[src/wpre_pkg.sv]
package wpre_pkg;

   localparam int WINDOW      = 32;
   localparam int SAMPLE_BITS = 18;

   localparam int IN_BITS     = 18;
   localparam int FLOOR_BITS  = 18;
   localparam int SCALE_BITS  = 10;
   localparam int LIMIT_BITS  = 8;
   localparam int CSR_DATA_BITS = 18;
   localparam int CSR_IDX_BITS  = 2;
   localparam int BPM_BITS    = 8;
   localparam int CNT_OUT_BITS = 5;
   localparam int CNT_OUT_MAX  = 31;

   localparam int PTR_BITS  = $clog2(WINDOW);
   localparam int CNT_BITS  = $clog2(WINDOW + 1);
   localparam int PROD_BITS = CNT_BITS + SCALE_BITS;
   // x / 10 as (x * 0xCCCC) >> 19 undershoots by at most one for x < 2^19
   localparam int DIV_MUL_BITS = 16;
   localparam int DIV_SHIFT    = 19;
   localparam logic [DIV_MUL_BITS-1:0] DIV_MUL = 16'hCCCC;
   localparam int Q_BITS       = PROD_BITS - 3;
   localparam int DIVISOR      = 10;

   // largest count a window can produce, as seen on the result port
   localparam int CNT_WIN_MAX  = (WINDOW + 1) / 2;
   localparam int CNT_PORT_MAX = (CNT_WIN_MAX > CNT_OUT_MAX) ? CNT_OUT_MAX : CNT_WIN_MAX;

   localparam logic [FLOOR_BITS-1:0] FLOOR_RST = 18'd500;
   localparam logic [SCALE_BITS-1:0] SCALE_RST = 10'd187;
   localparam logic [LIMIT_BITS-1:0] LOW_RST   = 8'd40;
   localparam logic [LIMIT_BITS-1:0] HIGH_RST  = 8'd200;

   typedef enum logic [CSR_IDX_BITS-1:0] {
      CSR_AMP_FLOOR  = 2'd0,
      CSR_RATE_SCALE = 2'd1,
      CSR_RATE_LOW   = 2'd2,
      CSR_RATE_HIGH  = 2'd3
   } csr_index_type;

   typedef struct packed {
      logic [FLOOR_BITS-1:0] amp_floor;
      logic [SCALE_BITS-1:0] rate_scale;
      logic [LIMIT_BITS-1:0] rate_low;
      logic [LIMIT_BITS-1:0] rate_high;
   } cfg_type;

   typedef struct packed {
      logic fill_wr;
      logic thr_load;
      logic scan_step;
      logic mul;
      logic div;
      logic corr;
      logic chk;
   } cmd_type;

   typedef struct packed {
      logic fill_last;
      logic scan_last;
      logic amp_ok;
   } status_type;

endpackage

[src/wpre_ctrl.sv]
module wpre_ctrl import wpre_pkg::*; (
   input  logic       clock,
   input  logic       reset,
   input  logic       start,
   output logic       busy,
   input  status_type status,
   output cmd_type    cmd
);

   typedef enum logic [7:0] {
      ST_FILL  = 8'b0000_0001,
      ST_THR   = 8'b0000_0010,
      ST_SCAN  = 8'b0000_0100,
      ST_DRAIN = 8'b0000_1000,
      ST_MUL   = 8'b0001_0000,
      ST_DIV   = 8'b0010_0000,
      ST_CORR  = 8'b0100_0000,
      ST_CHK   = 8'b1000_0000
   } state_type;

   state_type state_ff, state_in;

   always_comb begin
      state_in = state_ff;
      cmd      = '0;
      unique case (state_ff)
         ST_FILL: begin
            if (start) begin
               cmd.fill_wr = 1'b1;
               if (status.fill_last) state_in = ST_THR;
            end
         end
         ST_THR: begin
            cmd.thr_load = 1'b1;
            state_in     = ST_SCAN;
         end
         ST_SCAN: begin
            // low swing: no scan, count stays zero
            if (!status.amp_ok) begin
               state_in = ST_MUL;
            end else begin
               cmd.scan_step = 1'b1;
               if (status.scan_last) state_in = ST_DRAIN;
            end
         end
         ST_DRAIN: state_in = ST_MUL;
         ST_MUL: begin
            cmd.mul  = 1'b1;
            state_in = ST_DIV;
         end
         ST_DIV: begin
            cmd.div  = 1'b1;
            state_in = ST_CORR;
         end
         ST_CORR: begin
            cmd.corr = 1'b1;
            state_in = ST_CHK;
         end
         ST_CHK: begin
            cmd.chk  = 1'b1;
            state_in = ST_FILL;
         end
         default: state_in = ST_FILL;
      endcase
   end

   always_ff @(posedge clock) begin
      if (reset) state_ff <= ST_FILL;
      else       state_ff <= state_in;
   end

   assign busy = (state_ff != ST_FILL);

endmodule

[src/wpre_dp.sv]
module wpre_dp import wpre_pkg::*; (
   input  logic                    clock,
   input  logic                    reset,
   input  cmd_type                 cmd,
   output status_type              status,
   input  cfg_type                 cfg,
   input  logic [IN_BITS-1:0]      req_sample,
   output logic                    rsp_strobe,
   output logic [BPM_BITS-1:0]     rsp_rate_bpm,
   output logic                    rsp_rate_valid,
   output logic [CNT_OUT_BITS-1:0] rsp_crossing_count
);

   logic [SAMPLE_BITS-1:0] mem [WINDOW];

   logic [SAMPLE_BITS-1:0] sample;
   logic [PTR_BITS-1:0]    fill_ptr_ff, fill_ptr_in;
   logic [PTR_BITS-1:0]    scan_ptr_ff, scan_ptr_in;
   logic [SAMPLE_BITS-1:0] min_ff, min_in;
   logic [SAMPLE_BITS-1:0] max_ff, max_in;
   logic [SAMPLE_BITS-1:0] span;
   logic [SAMPLE_BITS-1:0] thr_ff, thr_in;
   logic                   amp_ok_ff, amp_ok_in;
   logic [SAMPLE_BITS-1:0] rd_data_ff;
   logic                   rd_vld_ff;
   logic [CNT_BITS-1:0]    count_ff, count_in;
   logic                   above_ff, above_in;
   logic [PROD_BITS-1:0]   prod_ff;
   logic [PROD_BITS+DIV_MUL_BITS-1:0] recip_prod;
   logic [Q_BITS-1:0]      q0_ff;
   logic [PROD_BITS-1:0]   rem;
   logic [Q_BITS-1:0]      q_ff, q_in;
   logic                   bpm_ok;
   logic                   strobe_ff;
   logic [BPM_BITS-1:0]    bpm_ff;
   logic                   valid_ff;
   logic [CNT_OUT_BITS-1:0] cnt_out_ff;

   assign sample = req_sample[SAMPLE_BITS-1:0];

   // fill side: store, min/max, write pointer
   always_comb begin
      fill_ptr_in = fill_ptr_ff;
      min_in      = min_ff;
      max_in      = max_ff;
      if (cmd.thr_load) begin
         fill_ptr_in = '0;
         min_in      = '1;
         max_in      = '0;
      end else if (cmd.fill_wr) begin
         fill_ptr_in = fill_ptr_ff + PTR_BITS'(1);
         if (sample < min_ff) min_in = sample;
         if (sample > max_ff) max_in = sample;
      end
   end

   always_ff @(posedge clock) begin
      if (cmd.fill_wr) mem[fill_ptr_ff] <= sample;
      if (cmd.scan_step) rd_data_ff <= mem[scan_ptr_ff];
   end

   assign span      = max_ff - min_ff;
   assign amp_ok_in = cmd.thr_load ? (span >= cfg.amp_floor) : amp_ok_ff;
   assign thr_in    = cmd.thr_load ? (min_ff + (span >> 1)) : thr_ff;

   // crossing scan, one stored sample per cycle
   always_comb begin
      scan_ptr_in = scan_ptr_ff;
      count_in    = count_ff;
      above_in    = above_ff;
      if (cmd.thr_load) begin
         scan_ptr_in = '0;
         count_in    = '0;
         above_in    = 1'b0;
      end else begin
         if (cmd.scan_step) scan_ptr_in = scan_ptr_ff + PTR_BITS'(1);
         if (rd_vld_ff) begin
            if (!above_ff && (rd_data_ff > thr_ff)) begin
               count_in = count_ff + CNT_BITS'(1);
               above_in = 1'b1;
            end else if (rd_data_ff < thr_ff) begin
               above_in = 1'b0;
            end
         end
      end
   end

   // rate = count * scale / 10
   assign recip_prod = (PROD_BITS + DIV_MUL_BITS)'(prod_ff) *
                       (PROD_BITS + DIV_MUL_BITS)'(DIV_MUL);
   assign rem  = prod_ff - PROD_BITS'(q0_ff) * PROD_BITS'(DIVISOR);
   assign q_in = (rem >= PROD_BITS'(DIVISOR)) ? q0_ff + Q_BITS'(1) : q0_ff;
   assign bpm_ok = (q_ff >= Q_BITS'(cfg.rate_low)) && (q_ff <= Q_BITS'(cfg.rate_high));

   always_ff @(posedge clock) begin
      if (reset) begin
         fill_ptr_ff <= '0;
         scan_ptr_ff <= '0;
         min_ff      <= '1;
         max_ff      <= '0;
         amp_ok_ff   <= 1'b0;
         rd_vld_ff   <= 1'b0;
         count_ff    <= '0;
         above_ff    <= 1'b0;
         strobe_ff   <= 1'b0;
      end else begin
         fill_ptr_ff <= fill_ptr_in;
         scan_ptr_ff <= scan_ptr_in;
         min_ff      <= min_in;
         max_ff      <= max_in;
         amp_ok_ff   <= amp_ok_in;
         rd_vld_ff   <= cmd.scan_step;
         count_ff    <= count_in;
         above_ff    <= above_in;
         strobe_ff   <= cmd.chk;
      end
   end

   always_ff @(posedge clock) begin
      thr_ff <= thr_in;
      if (cmd.mul)  prod_ff <= PROD_BITS'(count_ff) * PROD_BITS'(cfg.rate_scale);
      if (cmd.div)  q0_ff   <= recip_prod[PROD_BITS+DIV_MUL_BITS-1:DIV_SHIFT];
      if (cmd.corr) q_ff    <= q_in;
      if (cmd.chk) begin
         valid_ff <= amp_ok_ff && bpm_ok;
         bpm_ff   <= (amp_ok_ff && bpm_ok) ? q_ff[BPM_BITS-1:0] : '0;
         if (32'(count_ff) > 32'(CNT_OUT_MAX)) cnt_out_ff <= CNT_OUT_BITS'(CNT_OUT_MAX);
         else                                  cnt_out_ff <= CNT_OUT_BITS'(count_ff);
      end
   end

   assign status.fill_last = (fill_ptr_ff == PTR_BITS'(WINDOW - 1));
   assign status.scan_last = (scan_ptr_ff == PTR_BITS'(WINDOW - 1));
   assign status.amp_ok    = amp_ok_ff;

   assign rsp_strobe         = strobe_ff;
   assign rsp_rate_bpm       = bpm_ff;
   assign rsp_rate_valid     = valid_ff;
   assign rsp_crossing_count = cnt_out_ff;

endmodule

[src/window_pulse_rate_estimator.sv]
// Windowed pulse rate estimator.
// Request channel: an optical sample on req_sample is taken at a rising edge
// with start high and busy low. Samples may come one per cycle while a window
// fills; only the low SAMPLE_BITS bits are kept.
// After the WINDOW-th sample busy goes high. The block forms the threshold,
// scans the stored window one entry per cycle through the sample memory's
// read port, then runs the multiply and divide-by-ten steps. rsp_strobe is
// high for one cycle, after the threshold, scan, drain, multiply, divide,
// correction and check states (scan and drain are skipped when the swing is
// below the floor); busy drops in that same cycle. No new sample is taken
// until the window is through; the scan uses the single memory read port.
// Result ports hold their value after the strobe; the receiver cannot stall
// and must take the result in the strobe cycle.
// csr_we writes register csr_index (floor, scale, low limit, high limit)
// at once; write only while idle. Reset restores the default registers and
// starts an empty window; the sample memory needs no clearing.
module window_pulse_rate_estimator import wpre_pkg::*; (
   input  logic                     clock,
   input  logic                     reset,
   input  logic                     start,
   output logic                     busy,
   input  logic [IN_BITS-1:0]       req_sample,
   output logic                     rsp_strobe,
   output logic [BPM_BITS-1:0]      rsp_rate_bpm,
   output logic                     rsp_rate_valid,
   output logic [CNT_OUT_BITS-1:0]  rsp_crossing_count,
   input  logic                     csr_we,
   input  logic [CSR_IDX_BITS-1:0]  csr_index,
   input  logic [CSR_DATA_BITS-1:0] csr_wdata
);

   cfg_type    cfg_ff, cfg_in;
   cmd_type    cmd;
   status_type status;

   always_comb begin
      cfg_in = cfg_ff;
      if (csr_we) begin
         unique case (csr_index)
            CSR_AMP_FLOOR:  cfg_in.amp_floor  = csr_wdata[FLOOR_BITS-1:0];
            CSR_RATE_SCALE: cfg_in.rate_scale = csr_wdata[SCALE_BITS-1:0];
            CSR_RATE_LOW:   cfg_in.rate_low   = csr_wdata[LIMIT_BITS-1:0];
            CSR_RATE_HIGH:  cfg_in.rate_high  = csr_wdata[LIMIT_BITS-1:0];
            default:        cfg_in = cfg_ff;
         endcase
      end
   end

   always_ff @(posedge clock) begin
      if (reset) begin
         cfg_ff.amp_floor  <= FLOOR_RST;
         cfg_ff.rate_scale <= SCALE_RST;
         cfg_ff.rate_low   <= LOW_RST;
         cfg_ff.rate_high  <= HIGH_RST;
      end else begin
         cfg_ff <= cfg_in;
      end
   end

   wpre_ctrl u_ctrl (
      .clock  (clock),
      .reset  (reset),
      .start  (start),
      .busy   (busy),
      .status (status),
      .cmd    (cmd)
   );

   wpre_dp u_dp (
      .clock              (clock),
      .reset              (reset),
      .cmd                (cmd),
      .status             (status),
      .cfg                (cfg_ff),
      .req_sample         (req_sample),
      .rsp_strobe         (rsp_strobe),
      .rsp_rate_bpm       (rsp_rate_bpm),
      .rsp_rate_valid     (rsp_rate_valid),
      .rsp_crossing_count (rsp_crossing_count)
   );

endmodule

[config.mk]
export PLATFORM = sky130hd
export DESIGN_NAME = window_pulse_rate_estimator
export DESIGN_NICKNAME = d
export VERILOG_FILES = /design/src/wpre_pkg.sv /design/src/wpre_ctrl.sv /design/src/wpre_dp.sv /design/src/window_pulse_rate_estimator.sv
export SDC_FILE = /design/constraint.sdc
export NUM_CORES = 2
export LEC_CHECK = 0
export ABC_CLOCK_PERIOD_IN_PS = 7780
export BUFFER_PORTS_ARGS = -buffer_cell sky130_fd_sc_hd__buf_2
export CAP_MARGIN = 20
export CORE_MARGIN = 2
export CORE_UTILIZATION = 55
export CTS_CLUSTER_SIZE = 20
export DETAILED_ROUTE_END_ITERATION = 12
export PLACE_DENSITY = 0.82
export SYNTH_ARGS = -nofsm -noshare
export SYNTH_HDL_FRONTEND = slang
export SYNTH_HIERARCHICAL = 1
export SYNTH_SLANG_ARGS = --single-unit
[constraint.sdc]
create_clock -name clock -period 7.78 [get_ports clock]
set_input_delay 0.389 -clock clock [delete_from_list [all_inputs] [get_ports clock]]
set_output_delay 0.389 -clock clock [all_outputs]
set_load 0.02 [all_outputs]
==> flow_metrics.tcl <==
set metrics [dict create \
    end_kind "register" \
    slew_viol_final 0 \
    core-area_um2 71600 \
    drt_iter0_markers 2595 \
    cp.required_ps 8150 \
    post_drt_wl_per_cell_um 25.6 \
    ys_ff_latch 776 \
    final_common_cell "edfxtp_1" \
    synthAdderAreaFrac 0.149 \
    maxSlewHeadroom 0.266 \
    clock_latency_ps 630 \
    synth.area.mux_share 0.124 \
    overflow 0 \
    grt_pass1_vias 24300 \
    die_h_um 273 \
    top_usage_layer "met2" \
    leakagePower_nw 16.8 \
    cp_num_buf_inv 2 \
    min_to "cfg_ff[43]" \
    ctsHoldBuffers 0 \
    fin_util 0.615 \
    synth.avg_cell_area_um2 14.8 \
    nFillCells 5054 \
    start_util 0.557 \
    reg2reg_depth 21 \
    crit_fanout 8 \
    grt_max_degree 85 \
    clock_path_buffers 3 \
    worstMarginPinSlew_ps 1100 \
    cts_max_level 3 \
    timing.final.crit_period_ps 6400 \
    antenna_found_initial 3 \
    gr-usage-met1 0.337 \
    fin_nets 3253 \
    syn_area_um2 39900 \
    drive_gt1_frac 0.170 \
    ir_drop_v 0.000182 \
    ant_nets 0 \
    path_common_cell "fa_1" \
    critical_path_class "register to register" \
    cts.reportedPaths.clkPinSlew_ps 60 \
    design.die.area_um2 74600 \
    io_pins 58 \
    min-delay-start "csr_wdata[17]" \
    grt_pass1_wl_um 147000 \
    fin_crit_sh 0.823 \
    synthXorXnorAreaFrac 0.0215 \
    synth_edf_count 668 \
    cap_violations 0 \
    place_congestion 0.909 \
    cts_sinks 776 \
    cts_root_buf "clkbuf_16" \
    synth_simple_gate_area_frac 0.0686 \
    setup_viol 0 \
    r2r_setup_slack_ps 1380 \
    ys_seq_area_frac 0.558 \
    met3_usage 0.0475 \
    synthArstFlopShare 0 \
    synth_top_family_by_area "adder cells" \
    cts_resized 0 \
    path_cells "ha_1 > xor2_1 > ha_1 > a21o_1 > fa_1 > fa_1 > fa_1 > inv_1 > fa_1 > inv_1 > ha_1 > a211oi_1 > nand2_1 > a221o_1 > or3_1 > a31oi_1 > o31ai_1 > o41ai_2 > o21bai_1 > a21oi_1 > xnor2_1" \
    outcome "complete, no violations" \
    setup_tns_ps 0 \
    rsz0062_at_grt "no" \
    start_kind "register" \
    vias 23600 \
    register_area_um2 22200 \
    cts_setup_buffers 0 \
    synth_compound_area_frac 0.0452 \
    multi_input_area_um2 16400 \
    rows 98 \
    p_per_area_nw_per_um2 206 \
    syn_to_final_growth_pct 10.6 \
    cp_top_family "adder cells" \
    diodes 0 \
    r2r-start "u_dp/prod_ff[2]" \
    drtPass1Iterations 6 \
    ys.flop_type "edfxtp_1" \
    io_buffers 57 \
    skew_ps 22.9 \
    die_w_um 273 \
    dpl_worst_slack_ps 1420 \
    layout_common_cells "668 x edfxtp_1, 314 x ha_1, 265 x inv_1" \
    slowest_delay_ps 550 \
    finalWirelength_um 97500 \
    syn-num-nets 3154 \
    ys_types 82 \
    fmax_ghz 0.156 \
    hold_viol 0 \
    synth_warnings 6 \
    timing.rr.end "u_dp/q0_ff[12]" \
    cp.arrival_ps 6770 \
    grt_usage 0.264 \
    hp-class "input pin to register" \
    grtUsageMet2 0.450 \
    synthCells 2698 \
    cts_tree "yes" \
    viasPerCell 6.21 \
    place_hpwl_um 60500 \
    layout_setup_ws_ps 1380 \
    hold_depth 3 \
    drcViolationCount 0 \
    cts_buffers 75 \
    cp_slowest_cell "edfxtp_1" \
]
## cell usage after synthesis (all sizes together) (6+ instances only)
cell      n  share of area
a21o     45         0.0085
a31oi     7         0.0011
nor3b     6         0.0014
and3     16         0.0026
mux2i    67          0.017
nor2    127          0.012
o21bai   10         0.0019
nand2b   63         0.0099
nand4    19         0.0031
dfxtp   108          0.054
fa      100          0.050
nor3     35         0.0050
a21oi    72         0.0092
nor2b    22         0.0035
mux4    180           0.10
ha      314          0.099
and2     32         0.0050
or3       8         0.0013
buf      23         0.0035
inv     265          0.025
nand2   112          0.011
o21a     19         0.0036
o211ai    8         0.0015
o21ai    59         0.0076
nand3    39         0.0050
edfxtp  668           0.50
a211oi   12         0.0024
xor2     48          0.011
nor4      6         0.0015
clkbuf   59         0.0056
or2       9         0.0014
xnor2    50          0.011
mux2     20         0.0057
## cells by family (layout without fill, tap and decap cells)
| logic type | Yosys count | after routing |
|---|---|---|
| mux | 267 | 267 |
| buf+inv | 348 | 505 |
| fa+ha+maj | 414 | 414 |
| flops | 776 | 776 |
| simple gates | 522 | 522 |
| compound gates | 273 | 273 |
| xor+xnor | 98 | 98 |
## state kept, by name, summed over array words and instances (netlist names), 13 cells and up
| name | cells |
|---|---|
| cfg_ff | 44 |
| u_dp/max_ff | 18 |
| u_dp/mem | 576 |
| u_dp/min_ff | 18 |
| u_dp/prod_ff | 16 |
| u_dp/q0_ff | 13 |
| u_dp/q_ff | 13 |
| u_dp/rd_data_ff | 18 |
| u_dp/thr_ff | 18 |
## area by class of cell
cell class              count  share of cell area
clock buffers              93              0.0455
clock inverters            42              0.0109
inverters                 266              0.0227
multi-input cells        1574               0.372
flip-flops and latches    776               0.505
well taps                 950              0.0270
repair buffers            104              0.0172
## per-stage QoR
stage | instances | hold WS (ps) | area (um^2) | power (mW)
floorplan | 2698 | 398 | 39900 | 5.16
global placement | 3659 | 408 | 41400 | 5.35
detailed placement | 3664 | 430 | 41500 | 5.39
CTS | 3799 | 12.7 | 44000 | 9.08
global route | 3805 | 37.8 | 44100 | 9.32
finish | 3805 | 46.9 | 44100 | 9.06
## worst max-delay path by stage
| stage | start | end | cells after the start |
|---|---|---|---|
| after floorplan | u_dp/prod_ff[2] | u_dp/q0_ff[12] | 21 |
| after global placement | u_dp/prod_ff[2] | u_dp/q0_ff[12] | 21 |
| after detailed placement | u_dp/prod_ff[2] | u_dp/q0_ff[12] | 21 |
| after CTS | u_dp/prod_ff[2] | u_dp/q0_ff[12] | 21 |
| after global routing | u_dp/prod_ff[2] | u_dp/q0_ff[12] | 21 |
| final | u_dp/prod_ff[2] | u_dp/q0_ff[12] | 21 |
## power breakdown
group | leakage, nW | internal [mW] | total (mW) | switching [mW]
clock | 1.23 | 2.14 | 3.73 | 1.59
sequential | 6.92 | 4.59 | 4.63 | 0.0382
combinational | 8.66 | 0.275 | 0.696 | 0.421
## tightest hold or removal path, delay by kind of cell
family / cells / cell delay [ps]
buf+inv: 1 / 90
mux: 1 / 60
simple gates: 1 / 60
## per-layer routing
layer  part of all wire  wire length (um)
met1               0.38             36900
met2               0.50             49000
met3              0.081              7900
met4              0.038              3700
met5            0.00040                39
Note: power is estimated with default switching activity, not from simulation.
